--- src/rtl/core/tsd_pkg.sv ---
`timescale 1ns / 1ps
// shared types, reset values and helper functions for the scratchpad decoder
// no dependencies; imported by every module of the block

package tsd_pkg;

  // frame layout
  localparam int unsigned CountW    = 4;
  localparam int unsigned StoredLen = 5;
  localparam logic [CountW-1:0] LastIdx   = 4'd8;
  localparam logic [CountW-1:0] StoredLim = 4'd5;

  // crc
  localparam logic [7:0] CrcPoly = 8'h8C;

  // stored register reset values
  localparam logic [15:0] TempReset = 16'h0550;
  localparam logic [7:0]  HighReset = 8'h7F;
  localparam logic [7:0]  LowReset  = 8'h80;
  localparam logic [7:0]  ConfReset = 8'h7F;
  localparam logic        FineReset = 1'b1;

  // frame engine status towards the top level
  typedef struct packed {
    logic        last;
    logic        err;
    logic [15:0] temp;
    logic [7:0]  high;
    logic [7:0]  low;
    logic [7:0]  conf;
  } frame_res_t;

  // one byte of the reflected crc-8, shifting right
  function automatic logic [7:0] crc8_byte(input logic [7:0] crc, input logic [7:0] b);
    logic [7:0] c;
    c = crc ^ b;
    for (int k = 0; k < 8; k++) begin
      c = c[0] ? ((c >> 1) ^ CrcPoly) : (c >> 1);
    end
    return c;
  endfunction

  // fraction nibble in sixteenths scaled to tenths: (k * 63) / 100
  function automatic logic [3:0] frac_tenths(input logic [3:0] k);
    logic [3:0] r;
    unique case (k)
      4'd0, 4'd1:   r = 4'd0;
      4'd2, 4'd3:   r = 4'd1;
      4'd4:         r = 4'd2;
      4'd5, 4'd6:   r = 4'd3;
      4'd7:         r = 4'd4;
      4'd8, 4'd9:   r = 4'd5;
      4'd10, 4'd11: r = 4'd6;
      4'd12:        r = 4'd7;
      4'd13, 4'd14: r = 4'd8;
      default:      r = 4'd9;
    endcase
    return r;
  endfunction

endpackage

--- src/rtl/core/tsd_if.sv ---
`timescale 1ns / 1ps
// valid/ready channel interfaces for scratchpad bytes in and decoded results out
// no dependencies

interface tsd_in_if;
  logic       valid;
  logic       ready;
  logic [7:0] data_byte;
  logic       frame_start;

  modport source (output valid, output data_byte, output frame_start, input ready);
  modport sink   (input valid, input data_byte, input frame_start, output ready);
endinterface

interface tsd_out_if;
  logic               valid;
  logic               ready;
  logic               crc_error;
  logic [15:0]        raw_temperature;
  logic [7:0]         alarm_high;
  logic [7:0]         alarm_low;
  logic [7:0]         config_byte;
  logic signed [15:0] temp_tenths;
  logic signed [15:0] temp_whole;

  modport source (output valid, output crc_error, output raw_temperature,
                  output alarm_high, output alarm_low, output config_byte,
                  output temp_tenths, output temp_whole, input ready);
  modport sink   (input valid, input crc_error, input raw_temperature,
                  input alarm_high, input alarm_low, input config_byte,
                  input temp_tenths, input temp_whole, output ready);
endinterface

--- src/rtl/core/tsd_frame.sv ---
`timescale 1ns / 1ps
// frame engine: byte count, crc accumulator, captured bytes and stored registers
// depends on tsd_pkg

module tsd_frame (
  input  logic                clk_i,
  input  logic                rst_ni,
  input  logic                adv_i,
  input  logic [7:0]          data_byte_i,
  input  logic                frame_start_i,
  output tsd_pkg::frame_res_t res_o
);
  import tsd_pkg::*;

  logic [CountW-1:0] count_q, count_d, cnt;
  logic [7:0]        crc_q, crc_d, crc_base, crc_new;
  logic [7:0]        bytes_q [StoredLen];
  logic [15:0]       temp_q, temp_d;
  logic [7:0]        high_q, high_d, low_q, low_d, conf_q, conf_d;
  logic              last, err;

  // restart on frame start, or after a full frame
  always_comb begin
    if (frame_start_i || (count_q > LastIdx)) begin
      cnt      = '0;
      crc_base = '0;
    end else begin
      cnt      = count_q;
      crc_base = crc_q;
    end
    crc_new = crc8_byte(crc_base, data_byte_i);
    last    = (cnt == LastIdx);
    err     = (crc_new != 8'h00);
  end

  // next state of count, crc and stored registers
  always_comb begin
    count_d = count_q;
    crc_d   = crc_q;
    temp_d  = temp_q;
    high_d  = high_q;
    low_d   = low_q;
    conf_d  = conf_q;
    if (adv_i) begin
      if (last) begin
        count_d = '0;
        crc_d   = '0;
        if (!err) begin
          temp_d = {bytes_q[1], bytes_q[0]};
          high_d = bytes_q[2];
          low_d  = bytes_q[3];
          conf_d = bytes_q[4];
        end
      end else begin
        count_d = cnt + 1'b1;
        crc_d   = crc_new;
      end
    end
  end

  // control and stored registers
  always_ff @(posedge clk_i or negedge rst_ni) begin
    if (!rst_ni) begin
      count_q <= '0;
      crc_q   <= '0;
      temp_q  <= TempReset;
      high_q  <= HighReset;
      low_q   <= LowReset;
      conf_q  <= ConfReset;
    end else begin
      count_q <= count_d;
      crc_q   <= crc_d;
      temp_q  <= temp_d;
      high_q  <= high_d;
      low_q   <= low_d;
      conf_q  <= conf_d;
    end
  end

  // captured bytes zero to four, no reset
  always_ff @(posedge clk_i) begin
    if (adv_i && (cnt < StoredLim)) begin
      bytes_q[cnt[2:0]] <= data_byte_i;
    end
  end

  // status for the result register
  assign res_o.last = last;
  assign res_o.err  = err;
  assign res_o.temp = temp_d;
  assign res_o.high = high_d;
  assign res_o.low  = low_d;
  assign res_o.conf = conf_d;

  // checks
  a_count_range: assert property (@(posedge clk_i) disable iff (!rst_ni)
    count_q <= LastIdx)
    else $error("byte count beyond last byte");

  a_wrap_after_last: assert property (@(posedge clk_i) disable iff (!rst_ni)
    adv_i && last |=> count_q == '0 && crc_q == '0)
    else $error("count or crc not cleared after ninth byte");

  a_err_keeps_regs: assert property (@(posedge clk_i) disable iff (!rst_ni)
    adv_i && last && err |=> temp_q == $past(temp_q) && conf_q == $past(conf_q))
    else $error("stored registers changed on crc error");

endmodule

--- src/rtl/core/tsd_convert.sv ---
`timescale 1ns / 1ps
// converts the raw temperature word to tenths and rounded whole degrees
// depends on tsd_pkg

module tsd_convert (
  input  logic               fine_i,
  input  logic [15:0]        raw_i,
  output logic signed [15:0] tenths_o,
  output logic signed [15:0] whole_o
);
  import tsd_pkg::*;

  logic        neg;
  logic [15:0] mag, tenths_mag, whole_mag;
  logic [10:0] int_tenths;

  // sign-magnitude split; full-scale negative keeps its magnitude
  assign neg = raw_i[15];
  assign mag = neg ? (~raw_i + 16'd1) : raw_i;

  // integer part of bits ten to four times ten, plus the scaled fraction
  assign int_tenths = {4'd0, mag[10:4]} * 11'd10;

  always_comb begin
    if (fine_i) begin
      tenths_mag = {5'd0, int_tenths} + {12'd0, frac_tenths(mag[3:0])};
      whole_mag  = (mag >> 4) + {15'd0, mag[3]};
    end else begin
      tenths_mag = (mag << 2) + mag;
      whole_mag  = (mag >> 1) + {15'd0, mag[0]};
    end
  end

  // restore the sign, wrapping at 16 bits
  assign tenths_o = neg ? $signed(~tenths_mag + 16'd1) : $signed(tenths_mag);
  assign whole_o  = neg ? $signed(~whole_mag + 16'd1) : $signed(whole_mag);

endmodule

--- src/rtl/core/temp_scratchpad_decoder.sv ---
`timescale 1ns / 1ps
// top level of the scratchpad decoder: input register, frame engine, result register
// depends on tsd_pkg, tsd_if, tsd_frame and tsd_convert

// Takes one scratchpad byte per item and checks the reflected crc-8 over the
// nine bytes of a frame; frame_start forces the byte to be taken as byte zero,
// and after nine bytes the next one starts a new frame by itself. The ninth
// byte gives one result: on a zero residue the stored temperature, alarm and
// configuration registers are loaded from bytes zero to four, otherwise they
// are kept and crc_error is set. One item is accepted every cycle unless the
// input is stalled. A byte is held in the input register while the crc byte
// step runs on it, and the result of a ninth byte is loaded from there into
// the result register as that byte advances. The only stall is a ninth byte
// waiting in the input register while the previous result is still unread;
// it then moves on in the cycle that result is taken. Tenths and whole degrees
// are worked out from the held result and the fine_format setting (cfg_wdata_i,
// reset 1), which the user must write only while idle; not enforced by the block.

module temp_scratchpad_decoder (
  input  logic     clk_i,
  input  logic     rst_ni,
  input  logic     cfg_we_i,
  input  logic     cfg_wdata_i,
  tsd_in_if.sink   in_i,
  tsd_out_if.source out_o
);
  import tsd_pkg::*;

  logic       fine_q;
  logic       in_valid_q;
  logic [7:0] byte_q;
  logic       start_q;
  logic       out_valid_q;
  logic       out_err_q;
  logic [15:0] out_temp_q;
  logic [7:0] out_high_q, out_low_q, out_conf_q;
  logic       out_free, adv, ld;
  frame_res_t res;

  // handshake: stage advances unless its result has nowhere to go
  assign out_free   = !out_valid_q || out_o.ready;
  assign adv        = in_valid_q && (!res.last || out_free);
  assign ld         = adv && res.last;
  assign in_i.ready = !in_valid_q || adv;

  // configuration register
  always_ff @(posedge clk_i or negedge rst_ni) begin
    if (!rst_ni) begin
      fine_q <= FineReset;
    end else if (cfg_we_i) begin
      fine_q <= cfg_wdata_i;
    end
  end

  // input register
  always_ff @(posedge clk_i or negedge rst_ni) begin
    if (!rst_ni) begin
      in_valid_q <= 1'b0;
    end else if (in_i.valid && in_i.ready) begin
      in_valid_q <= 1'b1;
    end else if (adv) begin
      in_valid_q <= 1'b0;
    end
  end

  always_ff @(posedge clk_i) begin
    if (in_i.valid && in_i.ready) begin
      byte_q  <= in_i.data_byte;
      start_q <= in_i.frame_start;
    end
  end

  // frame engine
  tsd_frame u_frame (
    .clk_i         (clk_i),
    .rst_ni        (rst_ni),
    .adv_i         (adv),
    .data_byte_i   (byte_q),
    .frame_start_i (start_q),
    .res_o         (res)
  );

  // result register
  always_ff @(posedge clk_i or negedge rst_ni) begin
    if (!rst_ni) begin
      out_valid_q <= 1'b0;
    end else if (ld) begin
      out_valid_q <= 1'b1;
    end else if (out_o.ready) begin
      out_valid_q <= 1'b0;
    end
  end

  always_ff @(posedge clk_i) begin
    if (ld) begin
      out_err_q  <= res.err;
      out_temp_q <= res.temp;
      out_high_q <= res.high;
      out_low_q  <= res.low;
      out_conf_q <= res.conf;
    end
  end

  // degree conversion of the held result
  tsd_convert u_convert (
    .fine_i   (fine_q),
    .raw_i    (out_temp_q),
    .tenths_o (out_o.temp_tenths),
    .whole_o  (out_o.temp_whole)
  );

  assign out_o.valid           = out_valid_q;
  assign out_o.crc_error       = out_err_q;
  assign out_o.raw_temperature = out_temp_q;
  assign out_o.alarm_high      = out_high_q;
  assign out_o.alarm_low       = out_low_q;
  assign out_o.config_byte     = out_conf_q;

  // checks
  a_stall_cause: assert property (@(posedge clk_i) disable iff (!rst_ni)
    !in_i.ready |-> in_valid_q && out_valid_q && res.last)
    else $error("input stalled without a blocked ninth byte");

  a_no_overwrite: assert property (@(posedge clk_i) disable iff (!rst_ni)
    ld |-> !out_valid_q || out_o.ready)
    else $error("pending result overwritten");

  a_result_follows: assert property (@(posedge clk_i) disable iff (!rst_ni)
    ld |=> out_valid_q && out_err_q == $past(res.err))
    else $error("result register not loaded from ninth byte");

endmodule

--- src/flat_wrapper.sv ---
// flat-port wrapper written by rule: the top's interface ports become plain ports
module temp_scratchpad_decoder_flat import tsd_pkg::*;
  (clk_i, rst_ni, cfg_we_i, cfg_wdata_i, in_i_valid, in_i_data_byte, in_i_frame_start, in_i_ready, out_o_valid, out_o_crc_error, out_o_raw_temperature, out_o_alarm_high, out_o_alarm_low, out_o_config_byte, out_o_temp_tenths, out_o_temp_whole, out_o_ready);
  tsd_in_if in_i_i ();
  tsd_out_if out_o_i ();
  input  logic clk_i;
  input  logic rst_ni;
  input  logic cfg_we_i;
  input  logic cfg_wdata_i;
  input wire logic [$bits(in_i_i.valid)-1:0] in_i_valid;
  input wire logic [$bits(in_i_i.data_byte)-1:0] in_i_data_byte;
  input wire logic [$bits(in_i_i.frame_start)-1:0] in_i_frame_start;
  output wire logic [$bits(in_i_i.ready)-1:0] in_i_ready;
  output wire logic [$bits(out_o_i.valid)-1:0] out_o_valid;
  output wire logic [$bits(out_o_i.crc_error)-1:0] out_o_crc_error;
  output wire logic [$bits(out_o_i.raw_temperature)-1:0] out_o_raw_temperature;
  output wire logic [$bits(out_o_i.alarm_high)-1:0] out_o_alarm_high;
  output wire logic [$bits(out_o_i.alarm_low)-1:0] out_o_alarm_low;
  output wire logic [$bits(out_o_i.config_byte)-1:0] out_o_config_byte;
  output wire logic [$bits(out_o_i.temp_tenths)-1:0] out_o_temp_tenths;
  output wire logic [$bits(out_o_i.temp_whole)-1:0] out_o_temp_whole;
  input wire logic [$bits(out_o_i.ready)-1:0] out_o_ready;
  assign in_i_i.valid = in_i_valid;
  assign in_i_i.data_byte = in_i_data_byte;
  assign in_i_i.frame_start = in_i_frame_start;
  assign in_i_ready = in_i_i.ready;
  assign out_o_valid = out_o_i.valid;
  assign out_o_crc_error = out_o_i.crc_error;
  assign out_o_raw_temperature = out_o_i.raw_temperature;
  assign out_o_alarm_high = out_o_i.alarm_high;
  assign out_o_alarm_low = out_o_i.alarm_low;
  assign out_o_config_byte = out_o_i.config_byte;
  assign out_o_temp_tenths = out_o_i.temp_tenths;
  assign out_o_temp_whole = out_o_i.temp_whole;
  assign out_o_i.ready = out_o_ready;
  temp_scratchpad_decoder u_core (.clk_i(clk_i), .rst_ni(rst_ni), .cfg_we_i(cfg_we_i), .cfg_wdata_i(cfg_wdata_i), .in_i(in_i_i), .out_o(out_o_i));
endmodule
--- config.mk ---
export PLATFORM = sky130hd
export DESIGN_NAME = temp_scratchpad_decoder_flat
export DESIGN_NICKNAME = d
export VERILOG_FILES = /design/src/rtl/core/tsd_pkg.sv /design/src/rtl/core/tsd_if.sv /design/src/rtl/core/tsd_frame.sv /design/src/rtl/core/tsd_convert.sv /design/src/rtl/core/temp_scratchpad_decoder.sv /design/src/flat_wrapper.sv
export SDC_FILE = /design/constraint.sdc
export NUM_CORES = 1
export LEC_CHECK = 0
export ABC_AREA = 0
export BUFFER_PORTS_ARGS = -buffer_cell sky130_fd_sc_hd__buf_2
export CAP_MARGIN = 15
export CORE_MARGIN = 2
export CORE_UTILIZATION = 60
export CTS_CLUSTER_DIAMETER = 40
export DETAILED_ROUTE_END_ITERATION = 7
export PLACE_DENSITY = 0.81
export SLEW_MARGIN = 5
export SYNTH_ARGS = -nofsm -noshare
export SYNTH_HDL_FRONTEND = slang
export SYNTH_HIERARCHICAL = 1
export SYNTH_SLANG_ARGS = --single-unit
--- constraint.sdc ---
create_clock -name clk_i -period 15.9 [get_ports clk_i]
set_clock_uncertainty 0.05 [all_clocks]
set_input_delay 1.59 -clock clk_i [delete_from_list [all_inputs] [get_ports clk_i]]
set_output_delay 1.59 -clock clk_i [all_outputs]
set_load 0.02 [all_outputs]
==> summary.md <==
| Metric | Value |
|---|---|
| First-pass GRT wire length | `34070 µm` |
| Hold Path Class | `flip-flop to flip-flop` |
| Area of the die | `16600 µm²` |
| Final routed DRC violation total | `0` |
| LEAKAGE | `4.160 nW` |
| Max FO, Critical Path | `10` |
| Initial antenna violation count | `0` |
| Worst slew pin tran | `767.8 ps` |
| WHS Endpoint | `u_core/u_frame/low_q[7]$_DFF_PN1_` |
| Final non-filler cell area | `10440 µm²` |
| Tmin final | `7552 ps` |
| Maximum clock frequency | `132.4 MHz` |
| Pin count of the biggest net entering global routing | `56` |
| Vias in the first global route | `6724` |
| CP startpoint kind | `flip-flop` |
| Predominant post-synthesis flop cell | `edfxtp_1` |
| Post-Route Setup TNS | `0 ps` |
| FF-to-FF setup slack | `10420 ps` |
| Crit path DAT | `5910 ps` |
| R2R cell count | `12` |
| Drt first pass iters | `6` |
| Area delta synth->final | `11.68%` |
| GR peak layer | `met2` |
| Final nets | `965` |
| Worst setup EP type | `output port` |
| Count leader, synth | `edfxtp_1` |
| Placed Area | `9833 µm²` |
| Num ports | `90` |
| Setup Fix Bufs, Post-CTS | `0` |
| Sink Count | `145` |
| Worst skew pair latency | `420 ps` |
| Core ar. | `15200 µm²` |
| Hold Buf Count CTS | `0` |
| Final worst path period share | `0.4750` |
| Sequential area share after synthesis | `0.4390` |
| Crit-path cells | `inv_1, ha_1, or3b_1, o21ai_1, xor2_1, inv_1, ha_1, ha_1, inv_1, fa_1, nor2_1, and3b_1, xnor3_1, a22oi_1, and4_1, or3b_1, nor2_1, a41oi_1, xnor2_1, buf_2` |
| CP max stage cell | `or3b_1` |
| Fillcell total | `1125` |
| Total CTS buffers | `17` |
| Hold Crit Start | `u_core/u_frame/bytes_q[3][7]$_DFFE_PP_` |
| Post-synth top cells | `edfxtp_1 (90), xnor2_1 (70), nand2_1 (54), inv_1 (45), nor2_1 (45)` |
| Routing usage on met1 | `0.3312` |
| Power Dens Cells | `103.8 nW/µm²` |
| Yosys cell types | `111` |
| CP Buf/Inv Count | `4` |
| Via count | `6839` |
| Grt met2 use | `0.4429` |
| Overall power | `1.084 mW` |
| CTS root buffer | `clkbuf_16` |
| Cell area after synthesis | `9349 µm²` |
| Register area | `4104 µm²` |
| Fraction of registers with async set/reset | `0.3793` |
| Yosys warning count | `6` |
| Max Slew Vio Count | `0` |
| RSZ-0062 raised after global routing | `false` |
| Post-synth EDFFs | `90` |
| Post-route ant nets | `0` |
| Flops & latches, synth | `145` |
| DR vias/cell | `6.123` |
| WL per Instance | `18.63 µm` |
| Reg2reg end | `u_core/out_o.alarm_high[2]$_DFFE_PP_` |
| Synth Net Count | `896` |
| Top cell type's share of synthesized area | `0.2891` |
| Die extent in x | `128.8 µm` |
| H-tree Lvls | `4` |
| Post-DP HPWL | `13930 µm` |
| Mapped Cells | `847` |
| Port bufs | `89` |
| Met3 GRT Util | `0.04158` |
| Delay-heaviest family, CP | `simple AND/OR/NAND/NOR gates` |
| Fin. Hold Viols | `0` |
| Kind of critical path | `flip-flop to output port` |
| Initial drt markers | `489` |
| Pre-CTS WS | `8767 ps` |
| Number of max-cap violations | `0` |
| Post-CTS sizing | `0` |
| Layout cells sized above 1 | `0.2573` |
| Worst slew margin | `0.4853` |
| PnR worst setup slack | `8348 ps` |
| Worst EP required | `14260 ps` |
| Utilization after layout | `0.6868` |
| Diodes inserted | `0` |
| Reg2reg start | `u_core/u_frame/count_q[2]$_DFFE_PN0P_` |
| Final setup viols | `0` |
| Largest area contributor in the netlist | `edfxtp_1` |
| Tot GR Track Use | `0.2597` |
| Levels on crit path | `20` |
| WHS Path Cells | `1` |
| Starting density of the core | `0.6150` |
| Total grt overflow | `0` |
| VDD IR max | `0.0001094 V` |
| Footprint of the multi-input gates | `4806 µm²` |
| CTS max path bufs | `2` |
| Slowest Stage Delay on Critical Path | `570 ps` |
| Clock-pin slew on the worst setup and hold paths | `60 ps` |
| Placer Congestion | `0.9091` |
| Area contributors post-synth | `edfxtp_1 (29%), dfrtp_1 (9.4%), xnor2_1 (6.6%)` |
| CTS tree | `built` |
| Final wirelength | `20810 µm` |
| Mapped Avg Cell Area | `11.04 µm²` |
| Status | `finished clean` |
| Die Y | `128.8 µm` |
| Std cell rows | `45` |
[per-stage QoR]
step                cells  hold slack [ps]
floorplan             847            400.3
global placement     1084            417.8
detailed placement   1084            432.2
CTS                  1116            445.6
global route         1117            454.4
finish               1117            442.8
[cell families after synthesis]
logic type / synth area share
xor gates and xnor gates: 0.1107
muxes: 0.06638
AOI/OAI and AO/OA: 0.1490
buffers and inverters: 0.04778
and+or+nand+nor: 0.1358
adders and majority gates: 0.05139
DFF: 0.4390
[worst max-delay path by stage]
stage          slack [ps]                    end                                 startpoint
3_5_place_dp         8770  out_o_temp_tenths[15]  u_core/out_o.raw_temperature[0]$_DFFE_PP_
4_1_cts              8320  out_o_temp_tenths[15]  u_core/out_o.raw_temperature[0]$_DFFE_PP_
2_1_floorplan        9190  out_o_temp_tenths[15]  u_core/out_o.raw_temperature[0]$_DFFE_PP_
6_report             8350  out_o_temp_tenths[15]  u_core/out_o.raw_temperature[0]$_DFFE_PP_
3_3_place_gp         8930  out_o_temp_tenths[15]  u_core/out_o.raw_temperature[0]$_DFFE_PP_
5_1_grt              7880  out_o_temp_tenths[15]  u_core/out_o.raw_temperature[0]$_DFFE_PP_
[power by group]
part           switching (mW)  leakage [nW]  internal [mW]
Combinational           0.133          2.45          0.107
Sequential             0.0348          1.43          0.424
Clock                   0.161         0.281          0.225
Total                   0.328          4.16          0.755
[cells in the final DEF, fill, tap and decap left out, types with 28 or more instances in the layout]
master,instances
xor2_1,33
inv_1,45
nand2_1,54
nor2_1,44
xnor2_1,70
edfxtp_1,90
ha_1,28
mux2_2,41
a21oi_1,29
dfrtp_1,35
buf_2,89
o21ai_0,28
[sequential cells by signal, indices dropped and copies added, names as in the netlist]
| signal | cells |
|---|---|
| u_core/u_frame/bytes_q | 40 |
| u_core/out_o.raw_temperature | 16 |
| u_core/u_frame/temp_q | 16 |
| u_core/byte_q | 8 |
| u_core/out_o.alarm_high | 8 |
| u_core/out_o.alarm_low | 8 |
| u_core/out_o.config_byte | 8 |
| u_core/u_frame/conf_q | 8 |
| u_core/u_frame/crc_q | 8 |
| u_core/u_frame/high_q | 8 |
| u_core/u_frame/low_q | 8 |
| u_core/u_frame/count_q | 4 |
| u_core/fine_q | 1 |
| u_core/in_valid_q | 1 |
| u_core/out_o.crc_error | 1 |
| u_core/out_o.valid | 1 |
| u_core/start_q | 1 |
[cell type report]
cell class,count,area share
multi-input combinational,605,0.4603
sequential,145,0.3930
timing repair buffer,97,0.04961
clock buffer,18,0.04206
tap,188,0.02253
inverter,50,0.01821
clock inverter,14,0.01426
[routing by layer]
| layer | part of all wire | vias to the layer above | wire length [µm] |
|---|---|---|---|
| met5 | 0 | - | 0 |
| met4 | 0.024 | 0 | 506 |
| met2 | 0.50 | 269 | 10480 |
| li1 | - | 3237 | - |
| met1 | 0.42 | 3284 | 8752 |
| met3 | 0.052 | 49 | 1072 |
Note: power is estimated with default switching activity, not from simulation.
